===== src/rtl/core/bpsm_pkg.sv =====
// Package for the battery power state monitor: request and state codes, charge table.
`default_nettype none
package bpsm_pkg;

  // Request kinds carried in tuser
  typedef enum logic [1:0] {
    REQ_SAMPLE  = 2'd0,
    REQ_LANDING = 2'd1,
    REQ_FORCE   = 2'd2,
    REQ_NOP     = 2'd3
  } req_e;

  // Reported power states
  typedef enum logic [1:0] {
    PS_CHARGED  = 2'd0,
    PS_CHARGING = 2'd1,
    PS_LOWPOWER = 2'd2,
    PS_BATTERY  = 2'd3
  } power_state_e;

  // Configuration register indexes
  typedef enum logic [2:0] {
    CFG_LOW_MV      = 3'd0,
    CFG_CRIT_MV     = 3'd1,
    CFG_LOW_TMO     = 3'd2,
    CFG_CRIT_TMO    = 3'd3,
    CFG_INACT_TMO   = 3'd4,
    CFG_LAND_CUTOFF = 3'd5,
    CFG_RSVD6       = 3'd6,
    CFG_RSVD7       = 3'd7
  } cfg_idx_e;

  localparam int unsigned MvW   = 14;
  localparam int unsigned TickW = 32;
  localparam int unsigned CutW  = 15;
  localparam int unsigned HgtW  = 16;
  localparam int unsigned PctW  = 7;
  localparam int unsigned LevelTableDepth = 16;

  // Charge level thresholds in mV; unused tail entries sit at full scale
  localparam logic [MvW-1:0] LEVEL_MV [LevelTableDepth] = '{
    14'd6000, 14'd6200, 14'd6400, 14'd7360, 14'd7460, 14'd7530, 14'd7600, 14'd7700,
    14'd7860, 14'd8040, 14'd16383, 14'd16383, 14'd16383, 14'd16383, 14'd16383, 14'd16383
  };

  // Reset values
  localparam logic [MvW-1:0]   RST_LOW_MV    = 14'd6400;
  localparam logic [MvW-1:0]   RST_CRIT_MV   = 14'd6000;
  localparam logic [TickW-1:0] RST_LOW_TMO   = 32'd5000;
  localparam logic [TickW-1:0] RST_CRIT_TMO  = 32'd5000;
  localparam logic [TickW-1:0] RST_INACT_TMO = 32'd300000;
  localparam logic [CutW-1:0]  RST_CUTOFF    = 15'd50;
  localparam logic [MvW-1:0]   RST_MIN_SEEN  = 14'd6000;

  localparam logic [7:0] PCT_SAT = 8'd127;

endpackage
`default_nettype wire


===== src/rtl/core/battery_power_state_monitor_top.sv =====
// Top level of the battery power state monitor.
`default_nettype none
// Battery power state monitor. Each input transaction (tuser = request kind) is
// either a voltage sample, a landing check or a force-critical request, and
// produces exactly one result transaction. A sample updates the min/max
// voltage, gives a charge level from a fixed threshold table, restarts the
// low/critical timers while the voltage is above their thresholds, classifies
// the power state and may set the sticky critical flag (critical-low timeout
// in low power, or pilot inactivity on battery). A landing check, once the
// critical flag is set, commands descent above the height cutoff, otherwise
// latches landed and requests disarm. Request kind 3 only reports state.
// Rate: one transaction per clock sustained while m_axis_tready is high; each
// item passes the input register, then the result register. The rate is set
// by the state update, combinational between the input and result registers,
// so the next item always sees the state left by this one.
// Configuration writes (cfg_index_i 0..5; other indexes ignored) are always
// accepted and must only be issued while the block is idle.
// There is no clearing pass after reset.
module battery_power_state_monitor_top #(
  parameter int unsigned LEVEL_ENTRIES = 10  // charge table entries used, 2..16
) (
  input  wire logic        clk_i,
  input  wire logic        rst_ni,
  // config write channel
  input  wire logic        cfg_valid_i,
  output logic             cfg_ready_o,
  input  wire logic [2:0]  cfg_index_i,
  input  wire logic [31:0] cfg_data_i,
  // input stream
  input  wire logic        s_axis_tvalid,
  output logic             s_axis_tready,
  // tdata, low bit up: battery_mv[13:0], now_ticks[45:14], charger_good[46],
  //   is_charging[47], inactivity_ticks[79:48], height_mm[95:80]
  input  wire logic [95:0] s_axis_tdata,
  // tuser: req_type[1:0]
  input  wire logic [1:0]  s_axis_tuser,
  // result stream
  output logic             m_axis_tvalid,
  input  wire logic        m_axis_tready,
  // tdata, low bit up: power_state[1:0], state_changed[2], may_fly[3],
  //   charge_percent[10:4], min_mv[24:11], max_mv[38:25], critical[39],
  //   descend_cmd[40], landed[41], disarm[42], zero pad [47:43]
  output logic [47:0]      m_axis_tdata
);

  localparam int unsigned CntW = $clog2(LEVEL_ENTRIES + 1);
  localparam int unsigned MulW = CntW + 4;
  localparam logic [CntW-1:0] LevelMax = CntW'(LEVEL_ENTRIES - 1);

  // ---------------- configuration registers ----------------
  logic [bpsm_pkg::MvW-1:0]   low_mv_q, crit_mv_q;
  logic [bpsm_pkg::TickW-1:0] low_tmo_q, crit_tmo_q, inact_tmo_q;
  logic [bpsm_pkg::CutW-1:0]  cutoff_q;

  assign cfg_ready_o = 1'b1;

  always_ff @(posedge clk_i or negedge rst_ni) begin
    if (!rst_ni) begin
      low_mv_q    <= bpsm_pkg::RST_LOW_MV;
      crit_mv_q   <= bpsm_pkg::RST_CRIT_MV;
      low_tmo_q   <= bpsm_pkg::RST_LOW_TMO;
      crit_tmo_q  <= bpsm_pkg::RST_CRIT_TMO;
      inact_tmo_q <= bpsm_pkg::RST_INACT_TMO;
      cutoff_q    <= bpsm_pkg::RST_CUTOFF;
    end else if (cfg_valid_i) begin
      unique case (bpsm_pkg::cfg_idx_e'(cfg_index_i))
        bpsm_pkg::CFG_LOW_MV:      low_mv_q    <= cfg_data_i[bpsm_pkg::MvW-1:0];
        bpsm_pkg::CFG_CRIT_MV:     crit_mv_q   <= cfg_data_i[bpsm_pkg::MvW-1:0];
        bpsm_pkg::CFG_LOW_TMO:     low_tmo_q   <= cfg_data_i;
        bpsm_pkg::CFG_CRIT_TMO:    crit_tmo_q  <= cfg_data_i;
        bpsm_pkg::CFG_INACT_TMO:   inact_tmo_q <= cfg_data_i;
        bpsm_pkg::CFG_LAND_CUTOFF: cutoff_q    <= cfg_data_i[bpsm_pkg::CutW-1:0];
        default: ;
      endcase
    end
  end

  // ---------------- input register ----------------
  logic        in_valid_q;
  logic [95:0] in_data_q;
  logic [1:0]  in_req_q;
  logic        advance;

  // the item moves to the result register when that one is free or draining
  assign advance       = in_valid_q && (!m_axis_tvalid || m_axis_tready);
  assign s_axis_tready = !in_valid_q || advance;

  always_ff @(posedge clk_i or negedge rst_ni) begin
    if (!rst_ni) begin
      in_valid_q <= 1'b0;
    end else if (s_axis_tready) begin
      in_valid_q <= s_axis_tvalid;
    end
  end

  always_ff @(posedge clk_i) begin
    if (s_axis_tready && s_axis_tvalid) begin
      in_data_q <= s_axis_tdata;
      in_req_q  <= s_axis_tuser;
    end
  end

  // field unpack
  logic [bpsm_pkg::MvW-1:0]         mv;
  logic [bpsm_pkg::TickW-1:0]       now, inact;
  logic                             pgood, chg;
  logic signed [bpsm_pkg::HgtW-1:0] height;

  assign mv     = in_data_q[13:0];
  assign now    = in_data_q[45:14];
  assign pgood  = in_data_q[46];
  assign chg    = in_data_q[47];
  assign inact  = in_data_q[79:48];
  assign height = $signed(in_data_q[95:80]);

  // ---------------- state ----------------
  logic [bpsm_pkg::TickW-1:0] low_stamp_q, low_stamp_d, crit_stamp_q, crit_stamp_d;
  logic [bpsm_pkg::MvW-1:0]   min_q, min_d, max_q, max_d;
  bpsm_pkg::power_state_e     last_state_q, last_state_d;
  logic                       crit_flag_q, crit_flag_d, landed_q, landed_d;

  // per-item result
  bpsm_pkg::power_state_e     state_r;
  logic                       changed_r, descend_r, disarm_r;
  logic [bpsm_pkg::PctW-1:0]  pct_r;

  // charge level: count of used table entries strictly below the sample
  logic [CntW-1:0] level_cnt, level;
  logic [MulW-1:0] level_x10;
  logic [7:0]      pct_sat;

  always_comb begin
    level_cnt = '0;
    for (int i = 0; i < LEVEL_ENTRIES; i++) begin
      if (bpsm_pkg::LEVEL_MV[i] < mv) level_cnt = level_cnt + CntW'(1);
    end
    level     = (level_cnt > LevelMax) ? LevelMax : level_cnt;
    level_x10 = MulW'(level) * MulW'(10);
    pct_sat   = (MulW'(level_x10) > MulW'(bpsm_pkg::PCT_SAT)) ? bpsm_pkg::PCT_SAT
              : 8'(level_x10);
  end

  // timer checks; a timer restarted by this sample has age zero and cannot fire
  logic above_low, above_crit, low_expired, crit_expired, inact_expired, above_cut;
  logic [bpsm_pkg::TickW-1:0] low_age, crit_age;

  assign above_low     = mv > low_mv_q;
  assign above_crit    = mv > crit_mv_q;
  assign low_age       = now - low_stamp_q;
  assign crit_age      = now - crit_stamp_q;
  assign low_expired   = !above_low && (low_age > low_tmo_q);
  assign crit_expired  = !above_crit && (crit_age > crit_tmo_q);
  assign inact_expired = inact > inact_tmo_q;
  assign above_cut     = height > $signed({1'b0, cutoff_q});

  always_comb begin
    low_stamp_d  = low_stamp_q;
    crit_stamp_d = crit_stamp_q;
    min_d        = min_q;
    max_d        = max_q;
    last_state_d = last_state_q;
    crit_flag_d  = crit_flag_q;
    landed_d     = landed_q;
    state_r      = last_state_q;
    changed_r    = 1'b0;
    descend_r    = 1'b0;
    disarm_r     = 1'b0;
    pct_r        = '0;

    unique case (bpsm_pkg::req_e'(in_req_q))
      bpsm_pkg::REQ_SAMPLE: begin
        if (mv > max_q) max_d = mv;
        if (mv < min_q) min_d = mv;
        pct_r = pct_sat[bpsm_pkg::PctW-1:0];
        if (above_low)  low_stamp_d  = now;
        if (above_crit) crit_stamp_d = now;
        priority if (pgood && !chg) begin
          state_r = bpsm_pkg::PS_CHARGED;
        end else if (pgood && chg) begin
          state_r = bpsm_pkg::PS_CHARGING;
        end else if (!chg && low_expired) begin
          state_r = bpsm_pkg::PS_LOWPOWER;
        end else begin
          state_r = bpsm_pkg::PS_BATTERY;
        end
        changed_r    = (state_r != last_state_q);
        last_state_d = state_r;
        if ((state_r == bpsm_pkg::PS_LOWPOWER) && crit_expired) crit_flag_d = 1'b1;
        if ((state_r == bpsm_pkg::PS_BATTERY) && inact_expired) crit_flag_d = 1'b1;
      end
      bpsm_pkg::REQ_LANDING: begin
        if (crit_flag_q) begin
          if (above_cut) begin
            descend_r = 1'b1;
          end else begin
            landed_d = 1'b1;
            disarm_r = 1'b1;
          end
        end
      end
      bpsm_pkg::REQ_FORCE: crit_flag_d = 1'b1;
      bpsm_pkg::REQ_NOP:   ;  // report only
      default: ;
    endcase
  end

  always_ff @(posedge clk_i or negedge rst_ni) begin
    if (!rst_ni) begin
      low_stamp_q  <= '0;
      crit_stamp_q <= '0;
      min_q        <= bpsm_pkg::RST_MIN_SEEN;
      max_q        <= '0;
      last_state_q <= bpsm_pkg::PS_BATTERY;
      crit_flag_q  <= 1'b0;
      landed_q     <= 1'b0;
    end else if (advance) begin
      low_stamp_q  <= low_stamp_d;
      crit_stamp_q <= crit_stamp_d;
      min_q        <= min_d;
      max_q        <= max_d;
      last_state_q <= last_state_d;
      crit_flag_q  <= crit_flag_d;
      landed_q     <= landed_d;
    end
  end

  // ---------------- result register ----------------
  logic out_valid_q;
  logic [47:0] out_data_q;
  logic may_fly;

  assign may_fly = (state_r == bpsm_pkg::PS_LOWPOWER) || (state_r == bpsm_pkg::PS_BATTERY);

  always_ff @(posedge clk_i or negedge rst_ni) begin
    if (!rst_ni) begin
      out_valid_q <= 1'b0;
    end else if (!out_valid_q || m_axis_tready) begin
      out_valid_q <= in_valid_q;
    end
  end

  always_ff @(posedge clk_i) begin
    if (advance) begin
      out_data_q <= {5'd0, disarm_r, landed_d, descend_r, crit_flag_d, max_d, min_d,
                     pct_r, may_fly, changed_r, state_r};
    end
  end

  assign m_axis_tvalid = out_valid_q;
  assign m_axis_tdata  = out_data_q;

endmodule
`default_nettype wire


===== config.mk =====
export PLATFORM = sky130hd
export DESIGN_NAME = battery_power_state_monitor_top
export DESIGN_NICKNAME = d
export VERILOG_FILES = /design/src/rtl/core/bpsm_pkg.sv /design/src/rtl/core/battery_power_state_monitor_top.sv
export SDC_FILE = /design/constraint.sdc
export NUM_CORES = 1
export LEC_CHECK = 0
export ABC_AREA = 1
export ABC_CLOCK_PERIOD_IN_PS = 5600
export BUFFER_PORTS_ARGS = -buffer_cell sky130_fd_sc_hd__buf_4
export CAP_MARGIN = 0
export CORE_MARGIN = 2
export CORE_UTILIZATION = 25
export DETAILED_ROUTE_END_ITERATION = 16
export PLACE_DENSITY = 0.52
export SETUP_SLACK_MARGIN = 0.2
export SLEW_MARGIN = 20
export SYNTH_ARGS = -nofsm -noshare
export SYNTH_HDL_FRONTEND = slang
export SYNTH_SLANG_ARGS = --single-unit

===== constraint.sdc =====
create_clock -name clk_i -period 5.6 [get_ports clk_i]
set_clock_uncertainty 0.2 [all_clocks]
set_input_delay 0 -clock clk_i [delete_from_list [all_inputs] [get_ports clk_i]]
set_output_delay 0 -clock clk_i [all_outputs]
set_load 0.005 [all_outputs]

After elaboration in Yosys (flattened, before gate mapping)
Index checks and enable logic that the tools add are counted.
{"block": "totals", "regBits": 378, "inputBits": 138, "output_inout_bits": 51}
{"block": "classes", "add_sub_neg": 11, "mul": 1, "magnitude_cmp": 20, "n_eq_ne": 12, "muxes": 29, "reduce_logical": 28}
{"op": "< comparator 13 x 14 -> 1 bit (first input constant)", "n": 10}
{"op": "> comparator 32 bit", "n": 3}
{"op": "subtractor 32 bit", "n": 2}
{"op": "two-way mux 14 bit", "n": 4}
{"op": "> comparator 14 bit", "n": 3}
{"op": "two-way mux 4 bit", "n": 10}
{"op": "adder 4 x 1 -> 4 bit (second input constant)", "n": 9}
{"op": "> comparator 16 bit", "n": 1}
{"op": "< comparator 14 bit", "n": 1}
{"op": "AND reduction 2 bit", "n": 7}
{"op": "equality test 2 bit (second input constant)", "n": 5}
{"op": "logical AND 1 bit", "n": 9}
{"op": "two-way mux 1 bit", "n": 9}
{"op": "> comparator 8 x 7 -> 1 bit (second input constant)", "n": 1}
{"op": "two-way mux 2 bit", "n": 4}
{"op": "multiplier 4 x 3 -> 7 bit (second input constant)", "n": 1}
{"op": "two-way mux 7 bit", "n": 1}
{"op": "equality test 3 x 2 -> 1 bit (second input constant)", "n": 2}
{"op": "equality test 3 bit (second input constant)", "n": 2}
{"op": "AND reduction 3 bit", "n": 2}
{"op": "logical NOT 1 bit", "n": 5}
{"op": "> comparator 4 bit (second input constant)", "n": 1}
{"op": "equality test 3 x 1 -> 1 bit (second input constant)", "n": 1}
{"op": "logical NOT 3 bit", "n": 1}
{"op": "other kinds (5)", "n": 7}

Logic depth before layout (Yosys ltp)
{"block": "depth", "word_depth": 25, "ltp_mapped": 45, "ltp_nobuf": 45}

Least setup slack after synthesis
No wires, ideal clock.
{"block": "synth_timing", "path_kind": "register to register", "from": "register in_data_q[7]", "to": "register out_data_q[10], in the netlist m_axis_tdata[10] (data pin)", "setup_time_ns": 0.253, "t_arrival_ns": 5.698, "required_time_ns": 5.147, "setup_slack_ns": -0.550, "stages_incl_launch_ff": 40, "synth_period_minus_slack_ns": 6.150, "cell_sequence": "edfxtp_1 > nor2_2 > nor2_1 > a31oi_1 > a31oi_1 > ha_1 > nand3_1 > nand2_2 > inv_2 > ha_1 > nand2_1 > o21ai_0 > ha_1 > nand2_1 > nand2_2 > xnor2_1 > o21ai_0 > ha_1 > [4 not listed] > o21ai_0 > ha_1 > o21ai_0 > inv_1 > ha_1 > o21ai_0 > nand2_1 > nand3_1 > nand2_1 > ha_1 > ha_1 > ha_1 > inv_1 > nand2_1 > inv_1 > nand2_1 > nand2_1 > nor2_1"}
{"block": "synth_via", "elab_chain_cells": 25}
{"element": "start, declared", "line_no": "battery_power_state_monitor_top.sv:80", "rtl": "logic [95:0] in_data_q;"}
{"element": "start signal, assigned", "line_no": "battery_power_state_monitor_top.sv:98", "rtl": "in_data_q <= s_axis_tdata;"}
{"element": "< comparator 13 x 14 -> 1 bit", "line_no": "battery_power_state_monitor_top.sv:135", "rtl": "if (bpsm_pkg::LEVEL_MV[i] < mv) level_cnt = level_cnt + CntW'(1);"}
{"element": "two-way mux 1 bit", "line_no": "battery_power_state_monitor_top.sv:135"}
{"element": "adder 4 x 1 -> 4 bit", "line_no": "battery_power_state_monitor_top.sv:135"}
{"element": "two-way mux 4 bit", "line_no": "battery_power_state_monitor_top.sv:135"}
{"element": "adder 4 x 1 -> 4 bit", "line_no": "battery_power_state_monitor_top.sv:135"}
{"element": "two-way mux 4 bit", "line_no": "battery_power_state_monitor_top.sv:135"}
{"element": "adder 4 x 1 -> 4 bit", "line_no": "battery_power_state_monitor_top.sv:135"}
{"element": "two-way mux 4 bit", "line_no": "battery_power_state_monitor_top.sv:135"}
{"element": "[9 not listed]"}
{"element": "two-way mux 4 bit", "line_no": "battery_power_state_monitor_top.sv:135"}
{"element": "adder 4 x 1 -> 4 bit", "line_no": "battery_power_state_monitor_top.sv:135"}
{"element": "two-way mux 4 bit (*)", "line_no": "battery_power_state_monitor_top.sv:135"}
{"element": "> comparator 4 bit", "line_no": "battery_power_state_monitor_top.sv:137", "rtl": "level = (level_cnt > LevelMax) ? LevelMax : level_cnt;"}
{"element": "two-way mux 4 bit (*)", "line_no": "battery_power_state_monitor_top.sv:137"}
{"element": "multiplier 4 x 3 -> 7 bit (*)", "line_no": "battery_power_state_monitor_top.sv:138", "rtl": "level_x10 = MulW'(level) * MulW'(10);"}
{"element": "> comparator 8 x 7 -> 1 bit", "line_no": "battery_power_state_monitor_top.sv:139", "rtl": "pct_sat = (MulW'(level_x10) > MulW'(bpsm_pkg::PCT_SAT)) ? bpsm_pkg::PCT_SAT"}
{"element": "two-way mux 7 bit (*)", "line_no": "battery_power_state_monitor_top.sv:139"}
{"element": "end signal, assigned", "line_no": "battery_power_state_monitor_top.sv:244", "rtl": "out_data_q <= {5'd0, disarm_r, landed_d, descend_r, crit_flag_d, max_d, min_d,"}
{"element": "end, declared", "line_no": "battery_power_state_monitor_top.sv:229", "rtl": "logic [47:0] out_data_q;"}
Mark *: on every way between the ends. The rest lies on a longest branch, timed or not.
A chain may end at the register's enable or synchronous reset.

Final worst setup path
{"block": "layout_timing", "from": "register in_data_q[13]", "to": "register out_data_q[10], in the netlist m_axis_tdata[10] (data pin)"}
Same word-level chain as after synthesis.

==> impl_metrics.py <==
metrics = {
    "outcome": {
        "outcome": "complete, but fails checks",
        "violations": "hold timing, setup timing",
    },
    "yosys": {
        "synth.distinct_cells": 50,
        "synth_top_area_cell": "dfrtp_1",
        "async_reset_ff_frac": 0.6270,
        "synth_area_leaders": "dfrtp_1 (23%), edfxtp_1 (20%), ha_1 (14%)",
        "synth_enable_flop_cells": 141,
        "ys.warnings.count": 0,
        "syn_inst": 2425,
        "ys_ff_latch": 378,
        "ys_seq_area_frac": 0.4735,
        "yosysTopAreaCellShare": 0.2285,
        "syn_area_um2": 21570,
        "syn_avg_cell_area_um2": 8.895,
        "synth_flop_cell": "dfrtp_1",
    },
    "critical_path": {
        "critPathMaxStageDelay_ps": 480,
        "cp_slowest_cell": "edfxtp_1",
        "cpMostUsedCell": "ha_4",
        "cp.arrival_ps": 6020,
        "crit_type": "reg -> reg",
        "crit_family": "adder cells",
        "worst-path-buf-inv": 6,
        "cp-start-kind": "register",
        "cp_max_fo": 5,
        "end_kind": "register",
        "cp.required_ps": 5740,
    },
    "floorplan": {
        "start_util": 0.2529,
        "die_h_um": 297.7,
        "placementRows": 107,
        "pin_count": 189,
        "core_um2": 85280,
        "die_area_um2": 88650,
        "die_w_um": 297.7,
    },
    "power_and_ir_drop": {
        "power_frac_comb": 0.465,
        "powerDensity_nw_per_um2": 441.8,
        "sequentialPowerShare": 0.295,
        "power.share.clock": 0.240,
        "swShare": 0.3821,
        "ir_worst_vdd_mv": 0.2953,
        "cellLeakagePower_nw": 13.78,
        "internal-power_mw": 8.146,
        "p_sw_mw": 5.038,
    },
    "global_routing": {
        "grt_pass1_vias": 17904,
        "grt_overflow": 0,
        "grt_pass1_wl_um": 97560,
        "grtUsageTotal": 0.1391,
        "antenna_found_initial": 1,
        "grt_max_degree": 155,
    },
    "timing": {
        "whs_ps": -14.95,
        "drv_slew": 0,
        "rsz0062_at_grt": "true",
        "finalSetupViolations": 2,
        "fmaxAchievable_mhz": 170.1,
        "hold_violations": 6,
        "tns_ps": -433.8,
        "min_period_ps": 5880,
        "post-route-period-util": 1.050,
        "maxSlewHeadroom": 0.2297,
        "tightestPinTransition_ps": 1155,
        "layout_setup_ws_ps": -279.7,
    },
    "clock_network": {
        "htreeDepth": 2,
        "cts_tree": "built",
        "cts_buffers": 47,
        "cts_root_buffer": "clkbuf_16",
        "clock_latency_ps": 590,
        "ctsLongestPathBuffers": 3,
        "cts.clk_slew.worst_paths_ps": 60,
        "clock-sinks": 378,
    },
    "min_path": {
        "hp-class": "in -> reg",
    },
    "layout": {
        "diodes": 0,
        "fin_nets": 3369,
        "seq_area_um2": 10210,
        "final_core_util": 0.3499,
        "syn_to_final_growth_pct": 38.34,
        "fillers": 8768,
        "drive_gt1_frac": 0.1833,
        "multiInputGateArea_um2": 10140,
    },
    "drt": {
        "maxUsedRoutingLayer": "met4",
        "drt_wl_total_um": 62200,
        "first_iter_violations": 911,
        "postRouteAntennaNets": 0,
        "viasPerCell": 4.302,
        "dr_wl_met2_um": 29740,
        "vias": 17945,
        "wl_met3_um": 2667,
        "wl_per_cell_um": 14.91,
        "wl_met1_um": 27840,
        "route.detailed.drc": 0,
        "drt-pass1-iter-count": 5,
    },
    "job": {
        "cap_violations": 0,
    },
    "placed_design": {
        "place_hpwl_um": 44780,
        "place_congestion": 0.8513,
        "portBuffers": 182,
    },
}
==> flip-flops by register name, indices dropped and copies added, names as in the netlist <==
register,cells
cutoff_q,15
in_req_q,2
low_stamp_q,32
in_valid_q,1
crit_stamp_q,32
crit_mv_q,14
min_q,14
max_q,14
in_data_q,96
inact_tmo_q,32
low_tmo_q,32
landed_q,1
crit_flag_q,1
m_axis_tvalid,1
crit_tmo_q,32
m_axis_tdata,43
low_mv_q,14
last_state_q,2
==> power groups by stage <==
stage          Clock [mW]  Combinational, mW  Sequential (mW)
2_1_floorplan           0               3.93             3.89
3_3_place_gp            0               5.52             3.93
3_5_place_dp            0               5.61             3.94
4_1_cts              3.27               5.93             3.89
5_1_grt              3.37               7.08             3.97
6_report             3.17               6.13             3.89
==> Yosys cell counts (all sizes together) (22+ instances only) <==
cell type / number
nand2: 528
inv: 402
o21ai: 326
ha: 241
dfrtp: 197
a21oi: 141
edfxtp: 141
nand3: 75
nor2: 75
xor2: 46
clkbuf: 45
dfstp: 40
nor3: 22
==> routing by layer <==
layer  up-vias  track usage
met2       360       0.2391
met4         0      0.04437
met5         -            0
li1       9192            -
met3       110      0.01911
met1      8283       0.1797
==> worst paths after layout <==
check,startpoint,to,slack [ps],cells after the start
min in group asynchronous,rst_ni,min_q[8],370,3
worst min-delay path,cfg_index_i[1],low_tmo_q[7],-10,3
worst max-delay path,in_data_q[13],m_axis_tdata[10],-280,36
worst max register to register,in_data_q[13],m_axis_tdata[10],-280,36
worst min register to register,inact_tmo_q[16],inact_tmo_q[16],280,2
max in group asynchronous,rst_ni,crit_tmo_q[25],3750,4
==> worst min-delay path, cell delays in order <==
cell	delay, ps
buf_4	140
nand3_4	460
o21ai_0	150
==> cell type report <==
class,count,share of cell area
clock inverters,23,0.01027
inverters,402,0.05078
clock buffers,65,0.04268
well taps,1144,0.04797
flip-flops and latches,378,0.3423
repair buffers,562,0.1663
multi-input cells,1597,0.3397
==> layout by cell type, fill, tap and decap left out, types with 65 or more instances in the layout <==
| cell type | netlist | routed |
|---|---|---|
| nand2_1 | 518 | 506 |
| inv_1 | 398 | 381 |
| o21ai_0 | 321 | 306 |
| buf_4 | 6 | 293 |
| dlygate4sd3_1 | 0 | 236 |
| ha_1 | 241 | 233 |
| dfrtp_1 | 197 | 197 |
| edfxtp_1 | 141 | 141 |
| a21oi_1 | 141 | 136 |
| nor2_1 | 71 | 65 |
==> metrics by stage <==
| step | worst slack (ps) | area [um^2] | power [mW] | hold slack, ps | cells |
|---|---|---|---|---|---|
| floorplan | 15.71 | 21660 | 7.818 | -495.6 | 2430 |
| global placement | -223.5 | 24870 | 9.451 | -140.9 | 3781 |
| detailed placement | -257.7 | 24870 | 9.548 | -148.5 | 3781 |
| CTS | -106.5 | 29350 | 13.09 | 9.986 | 4155 |
| global route | -543.5 | 29840 | 14.43 | 42.79 | 4171 |
| finish | -279.7 | 29840 | 13.18 | -14.95 | 4171 |
==> cells by family after synthesis <==
kind of cell	count (synthesis)	share of synthesized area
compound gates	539	0.1340
xor+xnor	65	0.02639
fa+ha+maj	243	0.1416
buf+inv	455	0.08022
flops	378	0.4736
mux	2	0.001044
other cells	2	0.0003482
simple gates	741	0.1427
==> repair_timing <==
action | 4_1_cts | 5_1_grt
buffers inserted | 49 | 16
pin swaps | 16 | 32
hold buffers | 237 | 0
endpoints found under the setup margin | 9 | 15
endpoints found under the hold margin | 359 | 0
resized for setup | 41 | 87
No activity file was read; power rests on OpenSTA's default activity.
